===== config.mk =====
export PLATFORM = sky130hd
export DESIGN_NAME = sdss_ctrl
export DESIGN_NICKNAME = d
export VERILOG_FILES = /design/src/rtl/sdss_pkg.sv /design/src/rtl/sdss_ctrl.sv
export SDC_FILE = /design/constraint.sdc
export NUM_CORES = 1
export LEC_CHECK = 0
export ABC_AREA = 1
export BUFFER_PORTS_ARGS = -buffer_cell sky130_fd_sc_hd__buf_4
export CORE_AREA = 4 4 41 43
export CTS_CLUSTER_DIAMETER = 50
export DETAILED_ROUTE_END_ITERATION = 8
export DIE_AREA = 0 0 45 47
export PLACE_DENSITY = 0.54
export SLEW_MARGIN = 25
export SYNTH_ARGS = -nofsm -noshare
export SYNTH_HDL_FRONTEND = slang
export SYNTH_SLANG_ARGS = --single-unit

===== constraint.sdc =====
create_clock -name clk -period 1.01 [get_ports clk]
set_input_delay 0.202 -clock clk [delete_from_list [all_inputs] [get_ports clk]]
set_output_delay 0.202 -clock clk [all_outputs]
set_load 0.01 [all_outputs]

===== src/rtl/sdss_pkg.sv =====
// Package for the steepest downward slope search unit.
// Holds shared constants, codes and the controller/datapath command and status types.
// No dependencies.
package sdss_pkg;

  localparam int MAX_SIDE = 64;
  localparam int COORD_W  = 6;
  localparam int SIZE_W   = 7;
  localparam int PIX_W    = 8;
  localparam int ADDR_W   = 2 * COORD_W;
  localparam int NUM_W    = 2 * PIX_W;
  localparam int D2_W     = 2 * COORD_W + 1;
  localparam int QUO_W    = 32;
  localparam int SLOPE_W  = 16;

  localparam logic [SIZE_W-1:0] SIZE_MAX = SIZE_W'(MAX_SIDE);

  localparam logic ACT_WRITE = 1'b0;
  localparam logic ACT_QUERY = 1'b1;

  localparam logic CFG_WIDTH  = 1'b0;
  localparam logic CFG_HEIGHT = 1'b1;

  typedef struct packed {
    logic pix_wr;
    logic q_start;
    logic px_load;
    logic scan;
    logic div_start;
    logic div_run;
    logic sqrt_run;
    logic out_load;
    logic out_bad;
  } cmd_t;

  typedef struct packed {
    logic in_inside;
    logic scan_last;
    logic pipe_busy;
    logic div_last;
    logic sqrt_last;
    logic out_free;
  } sts_t;

endpackage


===== src/rtl/sdss_ctrl.sv =====
// Controller state machine of the steepest downward slope search unit.
// Sequences accept, scan, divide, square root and result hand-off.
// Depends on sdss_pkg.
module sdss_ctrl (
  input  logic          clk,
  input  logic          rst_n,
  input  logic          in_valid,
  input  logic          in_action,
  input  sdss_pkg::sts_t sts,
  output logic          in_stall,
  output sdss_pkg::cmd_t cmd
);

  localparam logic [2:0] S_IDLE  = 3'd0;
  localparam logic [2:0] S_PIX   = 3'd1;
  localparam logic [2:0] S_SCAN  = 3'd2;
  localparam logic [2:0] S_DRAIN = 3'd3;
  localparam logic [2:0] S_DIV   = 3'd4;
  localparam logic [2:0] S_SQRT  = 3'd5;
  localparam logic [2:0] S_OUT   = 3'd6;
  localparam logic [2:0] S_BAD   = 3'd7;

  logic [2:0] state_r;
  logic [2:0] state_nxt;

  always_ff @(posedge clk) begin
    if (!rst_n) begin
      state_r <= S_IDLE;
    end else begin
      state_r <= state_nxt;
    end
  end

  always_comb begin
    state_nxt = state_r;
    cmd       = '0;
    in_stall  = 1'b1;
    case (state_r)
      S_IDLE: begin
        in_stall = 1'b0;
        if (in_valid) begin
          if (in_action == sdss_pkg::ACT_WRITE) begin
            cmd.pix_wr = sts.in_inside;
          end else if (sts.in_inside) begin
            cmd.q_start = 1'b1;
            state_nxt   = S_PIX;
          end else begin
            state_nxt = S_BAD;
          end
        end
      end
      S_PIX: begin
        cmd.px_load = 1'b1;
        state_nxt   = S_SCAN;
      end
      S_SCAN: begin
        cmd.scan = 1'b1;
        if (sts.scan_last) begin
          state_nxt = S_DRAIN;
        end
      end
      S_DRAIN: begin
        if (!sts.pipe_busy) begin
          cmd.div_start = 1'b1;
          state_nxt     = S_DIV;
        end
      end
      S_DIV: begin
        cmd.div_run = 1'b1;
        if (sts.div_last) begin
          state_nxt = S_SQRT;
        end
      end
      S_SQRT: begin
        cmd.sqrt_run = 1'b1;
        if (sts.sqrt_last) begin
          state_nxt = S_OUT;
        end
      end
      S_OUT: begin
        if (sts.out_free) begin
          cmd.out_load = 1'b1;
          state_nxt    = S_IDLE;
        end
      end
      S_BAD: begin
        if (sts.out_free) begin
          cmd.out_load = 1'b1;
          cmd.out_bad  = 1'b1;
          state_nxt    = S_IDLE;
        end
      end
      default: begin
        state_nxt = S_IDLE;
      end
    endcase
  end

endmodule


# ---- Yosys cells after proc, flatten, opt, wreduce, memory -nomap -nowiden
# Index checks and enable logic that the tools add are counted.
dict set report totals {
  input_bits 10
  regBits 3
  out_inout_bits 10
}
dict set report classes {
  n_reduce_logical 3
  n_mux 25
  eq_ne 14
}
# cell count
set op_table {}
lappend op_table {{3-bit two-way mux} 8}
lappend op_table {{3-bit one-hot mux with 7 select lines} 1}
lappend op_table {{3-bit equality test (second input constant)} 4}
lappend op_table {{1-bit two-way mux} 12}
lappend op_table {{2-bit != test (second input constant)} 6}
lappend op_table {{7-bit AND reduction} 1}
lappend op_table {{3-bit by 2-bit equality test with 1-bit output (second input constant)} 2}
lappend op_table {{2-bit two-way mux} 3}
lappend op_table {{3-bit by 1-bit equality test with 1-bit output (second input constant)} 1}
lappend op_table {{3-bit logical NOT} 1}
lappend op_table {{2-bit by 1-bit != test with 1-bit output (second input constant)} 1}
lappend op_table {{1-bit one-hot mux with 2 select lines} 1}
lappend op_table {{2-bit OR reduction} 1}

# ---- Logic depth before layout (Yosys ltp)
# Gate-level depths: netlist (run 1).
dict set report logic_depth {
  depth_word 4
  mapped_depth 9
  mapped_depth_nobuf 8
}

# ---- Worst setup path before layout (run 1)
# OpenSTA, ideal clock, no wires.
dict set report synth_path {
  kind {reg2out}
  from {register state_r[0]}
  to {output cmd[7] (netlist name)}
  setup_slack_ns -0.270
  stages_incl_launch_ff 5
  path_buffers 1
  arrival_ns 1.078
  cell_sequence {dfxtp_1 buf_4 nor2_1 nand2_1 nor4_1}
}
# element line
set synth_rtl {}
lappend synth_rtl {{from (decl)} sdss_ctrl.sv:23} ;# logic [2:0] state_r;
lappend synth_rtl {{from (signal assigned)} sdss_ctrl.sv:30} ;# state_r <= state_nxt;
lappend synth_rtl {{to (decl)} sdss_ctrl.sv:11} ;# output sdss_pkg::cmd_t cmd

==> results of run 1 <==
path summary, 6_finish.rpt:
kind,from,cells past startpoint,slack (ps),to
max reg2reg,state_r[1],9,-280,state_r[2]
max,state_r[1],5,-320,cmd[7]
min,rst_n,3,220,state_r[0]
min reg2reg,state_r[0],2,590,state_r[0]
final cells by class:
cell class,instances,area (sq um),share of cell area (%)
clock buffers,4,26.3,3.38
inverters,11,48.8,6.28
multi-input cells,44,312,40.1
flip-flops and latches,3,71.3,9.18
well taps,15,18.8,2.42
repair buffers,36,300,38.6
synthesized netlist by cell type:
cell type | number | share of area [%]
nor4_1 | 1 | 1.9
buf_4 | 1 | 2.2
nor2_4 | 2 | 6.7
nor2_1 | 11 | 12
nand3_1 | 7 | 10
inv_2 | 1 | 1.1
buf_6 | 1 | 3.3
nand2_2 | 2 | 3.7
nor2_2 | 1 | 1.9
o211ai_1 | 1 | 2.2
dfxtp_1 | 3 | 18
nand2_1 | 13 | 14
inv_1 | 10 | 11
a21oi_1 | 1 | 1.5
nor3_1 | 2 | 3.0
nand3_2 | 1 | 3.0
nand4_1 | 2 | 3.7
what timing repair did:
item	in CTS	in global routing
endpoints found under the setup margin	13	13
hold endpoints to repair	0	0
setup buffers	9	4
pin swaps	7	6
resized for setup	20	14
routing by layer:
metal  track usage (%)  share of wire, %  wire [microns]
met5                 0                 0               0
met2              22.9                55             750
met4              7.60               2.9              39
met1              14.9                38             512
met3              3.07               3.7              50
through the flow:
| stage | cells | power (mW) | hold slack, ps |
|---|---|---|---|
| after CTS | 109 | 1.93 | 214 |
| final | 113 | 2.22 | 221 |
| after floorplan | 60 | 1.01 | 315 |
| after detailed placement | 97 | 1.40 | 461 |
| after global placement | 97 | 1.40 | 443 |
| after global routing | 113 | 2.39 | 212 |
where the power goes:
| group | leakage (nW) | total [mW] | switching, mW | internal [mW] |
|---|---|---|---|---|
| Sequential | 0.0267 | 0.352 | 0.149 | 0.203 |
| Combinational | 0.379 | 1.66 | 0.800 | 0.863 |
| Clock | 0.0150 | 0.207 | 0.0592 | 0.148 |
cell usage in the layout, fill, tap and decap left out, drive strengths merged:
cell	netlist	final
nand2	15	15
clkbuf	0	4
nand3	8	8
o211ai	1	1
nor2	14	14
nor3	2	2
buf	2	36
a21oi	1	1
dfxtp	3	3
inv	11	11
nand4	2	2
nor4	1	1
cell families (layout without fill, tap and decap cells):
kind of cell           after synthesis  count (layout)  synth area share, %
buffers and inverters               13              51                 17.8
AND/OR/NAND/NOR                     42              42                 60.7
flip-flops                           3               3                 17.8
AO/OA/AOI/OAI                        2               2                 3.70
worst min-delay path: stages:
cell,delay [ps]
buf_4,120
nand2_1,50
nor2_1,40
==> flow_summary.json, run 1 <==
{
  "outcome": "complete, but fails checks",
  "violations": "negative setup slack",
  "timing.slew.headroom_pct": 88.1,
  "drt-initial-drc-count": 9,
  "placed_cell_area_sq_um": 562,
  "peakVddDrop_mv": 1.23,
  "slew_viol_final": 0,
  "layout-drive-gt1-share_pct": 68.4,
  "final-setup-viol-count": 13,
  "largestRegisters": "state_r (3)",
  "cts_root_buffer": "clkbuf_4",
  "crit_path_end_kind": "output pin",
  "gr-usage-all-layers_pct": 13.2,
  "postCtsHoldBufs": 0,
  "routedWlPerCell_microns": 12.0,
  "rsz0062_at_grt": "true",
  "die-area_sq_um": 2120,
  "worst-path-buf-inv": 3,
  "clock-sinks": 3,
  "setup_slack_ps": -319,
  "critPathTopFamily": "buffers and inverters",
  "cp_max_fo": 4,
  "n_fill_cell": 125,
  "h-tree-depth": 1,
  "core_area_sq_um": 1300,
  "worst_path_max_delay_cell": "dfxtp_4",
  "cp_common_cell": "buf_4",
  "path_clk_slew_ps": 40,
  "clock_latency_ps": 230,
  "hold_viol": 0,
  "cp_slowest_stage_delay_ps": 360,
  "path_class": "reg -> out",
  "finalCriticalPeriod_ps": 1330,
  "rows": 13,
  "start_util_pct": 26.0,
  "syn_area_sq_um": 338,
  "pre_cts_slack_ps": -196,
  "via_per_inst": 4.65,
  "design_area_sq_um": 777,
  "antenna_cells": 0,
  "antenna_found_initial": 0,
  "die_x_microns": 45,
  "vias": 526,
  "yosysWarningCount": 0,
  "clockBufferDepth": 2,
  "synth_nets": 70,
  "grt_overflow": 0,
  "worst_slew_pin_slew_ps": 177,
  "dp.final_hpwl_microns": 809,
  "worst_ep_arrival_time_ps": 1130,
  "syn_to_final_growth_pct": 130,
  "clock_skew_ps": 3.51,
  "wirelength_mm": 1.35,
  "io_pins": 20,
  "grt_pass1_wl_mm": 2.04,
  "grt_max_degree": 9,
  "drv_cap": 0,
  "cts_buffers": 3,
  "synth-seq-cells": 3,
  "drcViolationCount": 0,
  "first_pass_iters": 5,
  "power.leakage_nw": 0.421,
  "portBuffers": 19,
  "cp-start-kind": "flop",
  "max_freq_ghz": 0.752,
  "synth_cells": 60,
  "cts_tree": "yes",
  "finalCritPeriodShare_pct": 132,
  "antenna_left": 0,
  "avgSynthCellArea_sq_um": 5.63,
  "final.setup.tns_ps": -3390,
  "gp_congestion": 0.684,
  "worstHoldPathType": "in -> reg",
  "crit_required_ps": 810,
  "grt_pass1_vias": 495,
  "layout.nets": 109,
  "post-route-util_pct": 59.7,
  "synth_cell_types": 17,
  "cp_cell_sequence": "buf_4 > inv_6 > nand2_4 > nor4_4 > buf_4",
  "die_h_microns": 47,
  "powerDensity_nw_per_um2": 2860,
  "largest_register": "state_r",
  "largest_reg_flops": 3,
  "ys_seq_area_share_pct": 17.8
}
No activity file was read; power rests on OpenSTA's default activity.
==> run 2: changes to the inputs <==
CORE_AREA = 2 2 39 41   (was 4 4 41 43)
DIE_AREA = 0 0 41 43   (was 0 0 45 47)
==> run 2 against run 1 <==
Against the previous run: the run still ends with negative setup slack left; worst hold slack worse by 7.5 ps; clock skew is 2.9 ps lower; design area is 14% lower; clock power is 2% lower; via count is 14% lower; combinational power is 21% lower; total power is 18% lower; critical endpoint is now cmd[8]; sequential cell count stayed put; sequential power is 9.9% lower; final cell count is 5.3% lower; largest cell class unchanged.
==> flow_summary.json, run 2 (synthesis gave the netlist of run 1 again) <==
{
  "clockBufferDepth": 2,
  "grt_pass1_wl_mm": 1.58,
  "worstHoldPathType": "in -> reg",
  "core_area_sq_um": 1380,
  "antenna_found_initial": 0,
  "power.leakage_nw": 0.361,
  "final-setup-viol-count": 13,
  "clock_skew_ps": 0.637,
  "largest_register": "state_r",
  "h-tree-depth": 1,
  "max_freq_ghz": 0.783,
  "rrSetupSlack_ps": -170,
  "worst_ep_arrival_time_ps": 1080,
  "outcome": "complete, but fails checks",
  "layout-drive-gt1-share_pct": 58.2,
  "gp_congestion": 0.786,
  "worst_path_max_delay_cell": "dfxtp_4",
  "cp-start-kind": "flop",
  "die_h_microns": 43,
  "cp_max_fo": 7,
  "die_x_microns": 41,
  "clock_latency_ps": 230,
  "cts_tree": "yes",
  "cp_cell_sequence": "nor2_4 > nand3_2 > nor3_2 > buf_4",
  "antenna_left": 0,
  "crit_required_ps": 810,
  "dp.final_hpwl_microns": 739,
  "antenna_cells": 0,
  "r2r_start": "state_r[2]",
  "final_cells": 107,
  "mostFrequentLayoutCell": "buf_4",
  "grt_overflow": 0,
  "dp_cells": 99,
  "hold_viol": 0,
  "finalCriticalPeriod_ps": 1280,
  "hold-path-endpoint": "state_r[1]",
  "path_class": "reg -> out",
  "final_cell_mix": "buf_4 (25), nand2_1 (10), inv_1 (9)",
  "finalCritPeriodShare_pct": 127,
  "crit_path_end_kind": "output pin",
  "clock-sinks": 3,
  "cp_slowest_stage_delay_ps": 370,
  "rows": 14,
  "grt_max_degree": 8,
  "postCtsHoldBufs": 0,
  "largest_reg_flops": 3,
  "cts_root_buffer": "clkbuf_4",
  "die-area_sq_um": 1760,
  "wirelength_microns": 928,
  "hp-start": "rst_n",
  "largestRegisters": "state_r (3)",
  "start_util_pct": 24.4,
  "io_pins": 20,
  "routedWlPerCell_microns": 8.67,
  "slew_viol_final": 0,
  "cts_buffers": 3,
  "timing.slew.headroom_pct": 88.1,
  "worst_slew_pin_slew_ps": 177,
  "vias": 452,
  "rsz0062_at_grt": "true",
  "pre_cts_slack_ps": -179,
  "violations": "negative setup slack",
  "portBuffers": 19,
  "first_pass_iters": 4,
  "via_per_inst": 4.22,
  "n_fill_cell": 152,
  "worstRegToRegCells": 8,
  "layout.nets": 102,
  "peakVddDrop_mv": 1.24,
  "syn_to_final_growth_pct": 98.1,
  "drt-initial-drc-count": 7,
  "gr-usage-all-layers_pct": 13.1,
  "powerDensity_nw_per_um2": 2730,
  "reg2reg_to": "state_r[2]",
  "drcViolationCount": 0,
  "setup_slack_ps": -268,
  "grt_pass1_vias": 414,
  "min_path_cells": 3,
  "path_clk_slew_ps": 30,
  "drv_cap": 0
}
-- run 2: cell count changes in the layout (fill, tap and decap cells not counted), sizes merged --
cell,change
buf,-7
-- run 2: timing repair --
action | CTS | global route
setup buffers | 4 | 1
setup endpoints to repair | 13 | 13
pin swaps | 3 | 4
resized for setup | 12 | 6
-- run 2: routing by layer --
layer | GRT usage (%) | share of wire, %
met5 | 0 | 0
met4 | 8.00 | 0
met3 | 3.14 | 4.3
met2 | 21.3 | 55
met1 | 14.4 | 40
-- run 2: power by group --
group	switching (mW)	internal [mW]
sequential	0.114	0.203
clock	0.0547	0.148
combinational	0.641	0.666
total	0.810	1.02
-- run 2: worst max path at each step --
stage	from	endpoint	depth (start not counted)
2_1_floorplan	state_r[1]	state_r[2]	9
3_3_place_gp	state_r[0]	state_r[1]	9
3_5_place_dp	state_r[0]	state_r[1]	9
4_1_cts	state_r[2]	cmd[7]	4
5_1_grt	state_r[2]	cmd[7]	4
6_report	state_r[0]	cmd[8]	4
-- run 2: layout make-up --
cell class / instances / area, sq um / share of cell area [%]
Multi-Input combinational cell: 44 / 278 / 41.5
Tap cell: 16 / 20.0 / 2.99
Timing Repair Buffer: 29 / 233 / 34.8
Sequential cell: 3 / 71.3 / 10.7
Clock buffer: 4 / 26.3 / 3.93
Inverter: 11 / 41.3 / 6.17
-- run 2: critical path, delay by kind of cell (launching register included) --
| family | cells | cell delay (ps) |
|---|---|---|
| buffers and inverters | 1 | 140 |
| and+or+nand+nor | 3 | 340 |
| DFF | 1 | 370 |
-- run 2: through the flow --
step	hold WS [ps]	total power, mW	TNS [ps]	utilization, %	cell area, sq um
3_3_place_gp	448	1.40	-1070	41.2	571
5_1_grt	209	2.02	-3700	48.4	669
6_report	213	1.83	-2670	48.4	669
2_1_floorplan	315	1.01	-230	-	373
4_1_cts	204	1.75	-2960	46.3	641
3_5_place_dp	449	1.40	-1110	41.2	571
==> run 3: changes to the inputs <==
PLACE_DENSITY = 0.52   (was 0.54)
clock period = 1.5 ns   (was 1.01 ns; I/O delays follow)
==> run 3 against run 2 <==
Against the previous run: the flow now finishes without violations; routed wire length down 1.4%; die area is the same; clock skew about the same; core utilization shrank 7.0 points; sequential share of layout area increased by 1.8 points; worst hold slack improved by 99 ps; sequential power shrank 31%; via count fell by 4.6%; register-to-register slack gained 460 ps; global-route usage is 2.7 points lower; critical path type unchanged; largest power group unchanged.
==> flow_summary.json, run 3 (synthesis gave the netlist of run 1 again) <==
{
  "outcome": "finished, final reports clean",
  "worstSetupEndpoint": "cmd[7]",
  "fin_total_pwr_mw": 1.07,
  "power.leakage_nw": 0.326,
  "clock-sinks": 3,
  "path_clk_slew_ps": 40,
  "vias": 431,
  "die_x_microns": 41,
  "cp_slowest_stage_delay_ps": 350,
  "final_cell_mix": "buf_4 (24), nand2_1 (12), nor2_1 (10)",
  "die_h_microns": 43,
  "final_cells": 102,
  "path_class": "reg -> out",
  "syn_to_final_growth_pct": 69.6,
  "drv_cap": 0,
  "hold_viol": 0,
  "crit_required_ps": 1200,
  "worst_ep_arrival_time_ps": 1140,
  "crit_path_end_kind": "output pin",
  "first_pass_iters": 3,
  "drcViolationCount": 0,
  "wirelength_microns": 915,
  "core_area_sq_um": 1380,
  "start_util_pct": 24.4,
  "grt_max_degree": 10,
  "powerDensity_nw_per_um2": 1860,
  "clock_latency_ps": 230,
  "max_freq_ghz": 0.694,
  "cts_tree": "yes",
  "dp.final_hpwl_microns": 675,
  "finalCritPeriodShare_pct": 96.0,
  "via_per_inst": 4.23,
  "peakVddDrop_mv": 0.632,
  "rrSetupSlack_ps": 290,
  "antenna_left": 0,
  "drt-initial-drc-count": 4,
  "worst_path_max_delay_cell": "dfxtp_4",
  "pre_cts_slack_ps": 175,
  "slew_viol_final": 0,
  "io_pins": 20,
  "h-tree-depth": 1,
  "clock_skew_ps": 0.829,
  "setup_slack_ps": 59.9,
  "clockBufferDepth": 2,
  "final-setup-viol-count": 0,
  "multi_input_area_sq_um": 234,
  "worstRegToRegCells": 9,
  "cp_max_fo": 4,
  "r2r_start": "state_r[1]",
  "mostFrequentLayoutCell": "buf_4",
  "startpoint": "state_r[2]",
  "placed_cell_area_sq_um": 482,
  "antenna_cells": 0,
  "reg2reg_to": "state_r[2]",
  "grt_pass1_vias": 356,
  "gr-usage-all-layers_pct": 10.4,
  "cts_root_buffer": "clkbuf_4",
  "cts_buffers": 3,
  "portBuffers": 19,
  "largest_reg_flops": 3,
  "die-area_sq_um": 1760,
  "rows": 14,
  "layout-drive-gt1-share_pct": 47.7,
  "dp_cells": 93,
  "rsz0062_at_grt": "true",
  "n_fill_cell": 165,
  "timing.slew.headroom_pct": 86.8,
  "cp_cell_sequence": "nor2_4 > nand2_2 > nor4_2 > buf_4",
  "postCtsHoldBufs": 0,
  "design_area_sq_um": 573,
  "largest_register": "state_r",
  "seq_area_sq_um": 71.3,
  "worst_slew_pin_slew_ps": 196,
  "cp-start-kind": "flop",
  "gp_congestion": 0.746,
  "layout.nets": 97,
  "grt_pass1_wl_mm": 1.26,
  "routedWlPerCell_microns": 8.97,
  "antenna_found_initial": 0,
  "grt_overflow": 0,
  "hp-start": "rst_n",
  "hold_ws_ps": 312,
  "worstHoldPathType": "in -> reg",
  "largestRegisters": "state_r (3)",
  "final.setup.tns_ps": 0,
  "finalCriticalPeriod_ps": 1440,
  "post-route-util_pct": 41.4
}
## run 3: cell types whose count changed in the layout (fill, tap and decap cells not counted), moves of 2 or more
cell | previous run | this run
nor3_2 | 2 | 0
buf_6 | 4 | 0
nor3_1 | 0 | 2
nand2_1 | 10 | 12
nor2_1 | 8 | 10
## run 3: how the worst min path moves through the flow
stage,depth (start not counted),slack [ps],end
2_1_floorplan,2,420,state_r[1]
3_3_place_gp,3,550,state_r[0]
3_5_place_dp,3,550,state_r[0]
4_1_cts,3,300,state_r[0]
5_1_grt,3,310,state_r[0]
6_report,3,310,state_r[1]
## run 3: critical path, delay by kind of cell, from the launching register on
family / cells / cell delay, ps
DFF: 1 / 350
and+or+nand+nor: 3 / 400
buffers and inverters: 1 / 160
## run 3: final cells by class
class	instances	share of cell area, %
inverters	11	7.21
clock buffers	4	4.59
repair buffers	24	31.4
well taps	16	3.49
flip-flops and latches	3	12.4
multi-input cells	44	40.8
## run 3: power breakdown
| part | switching (mW) | total [mW] | internal (mW) |
|---|---|---|---|
| combinational | 0.361 | 0.707 | 0.346 |
| sequential | 0.0837 | 0.220 | 0.137 |
| clock | 0.0399 | 0.140 | 0.0996 |
## run 3: routing by layer
layer	routed length (microns)	global-route usage, %	vias to the layer above
met4	0	8.00	0
met5	0	0	-
met3	72	1.57	0
li1	-	-	240
met1	383	11.2	179
met2	460	16.9	12
## run 3: repair_timing
action,4_1_cts,5_1_grt
resized for setup,4,7
buffers inserted,0,5
endpoints found under the hold margin,0,0
pin swaps,0,3
endpoints found under the setup margin,4,4
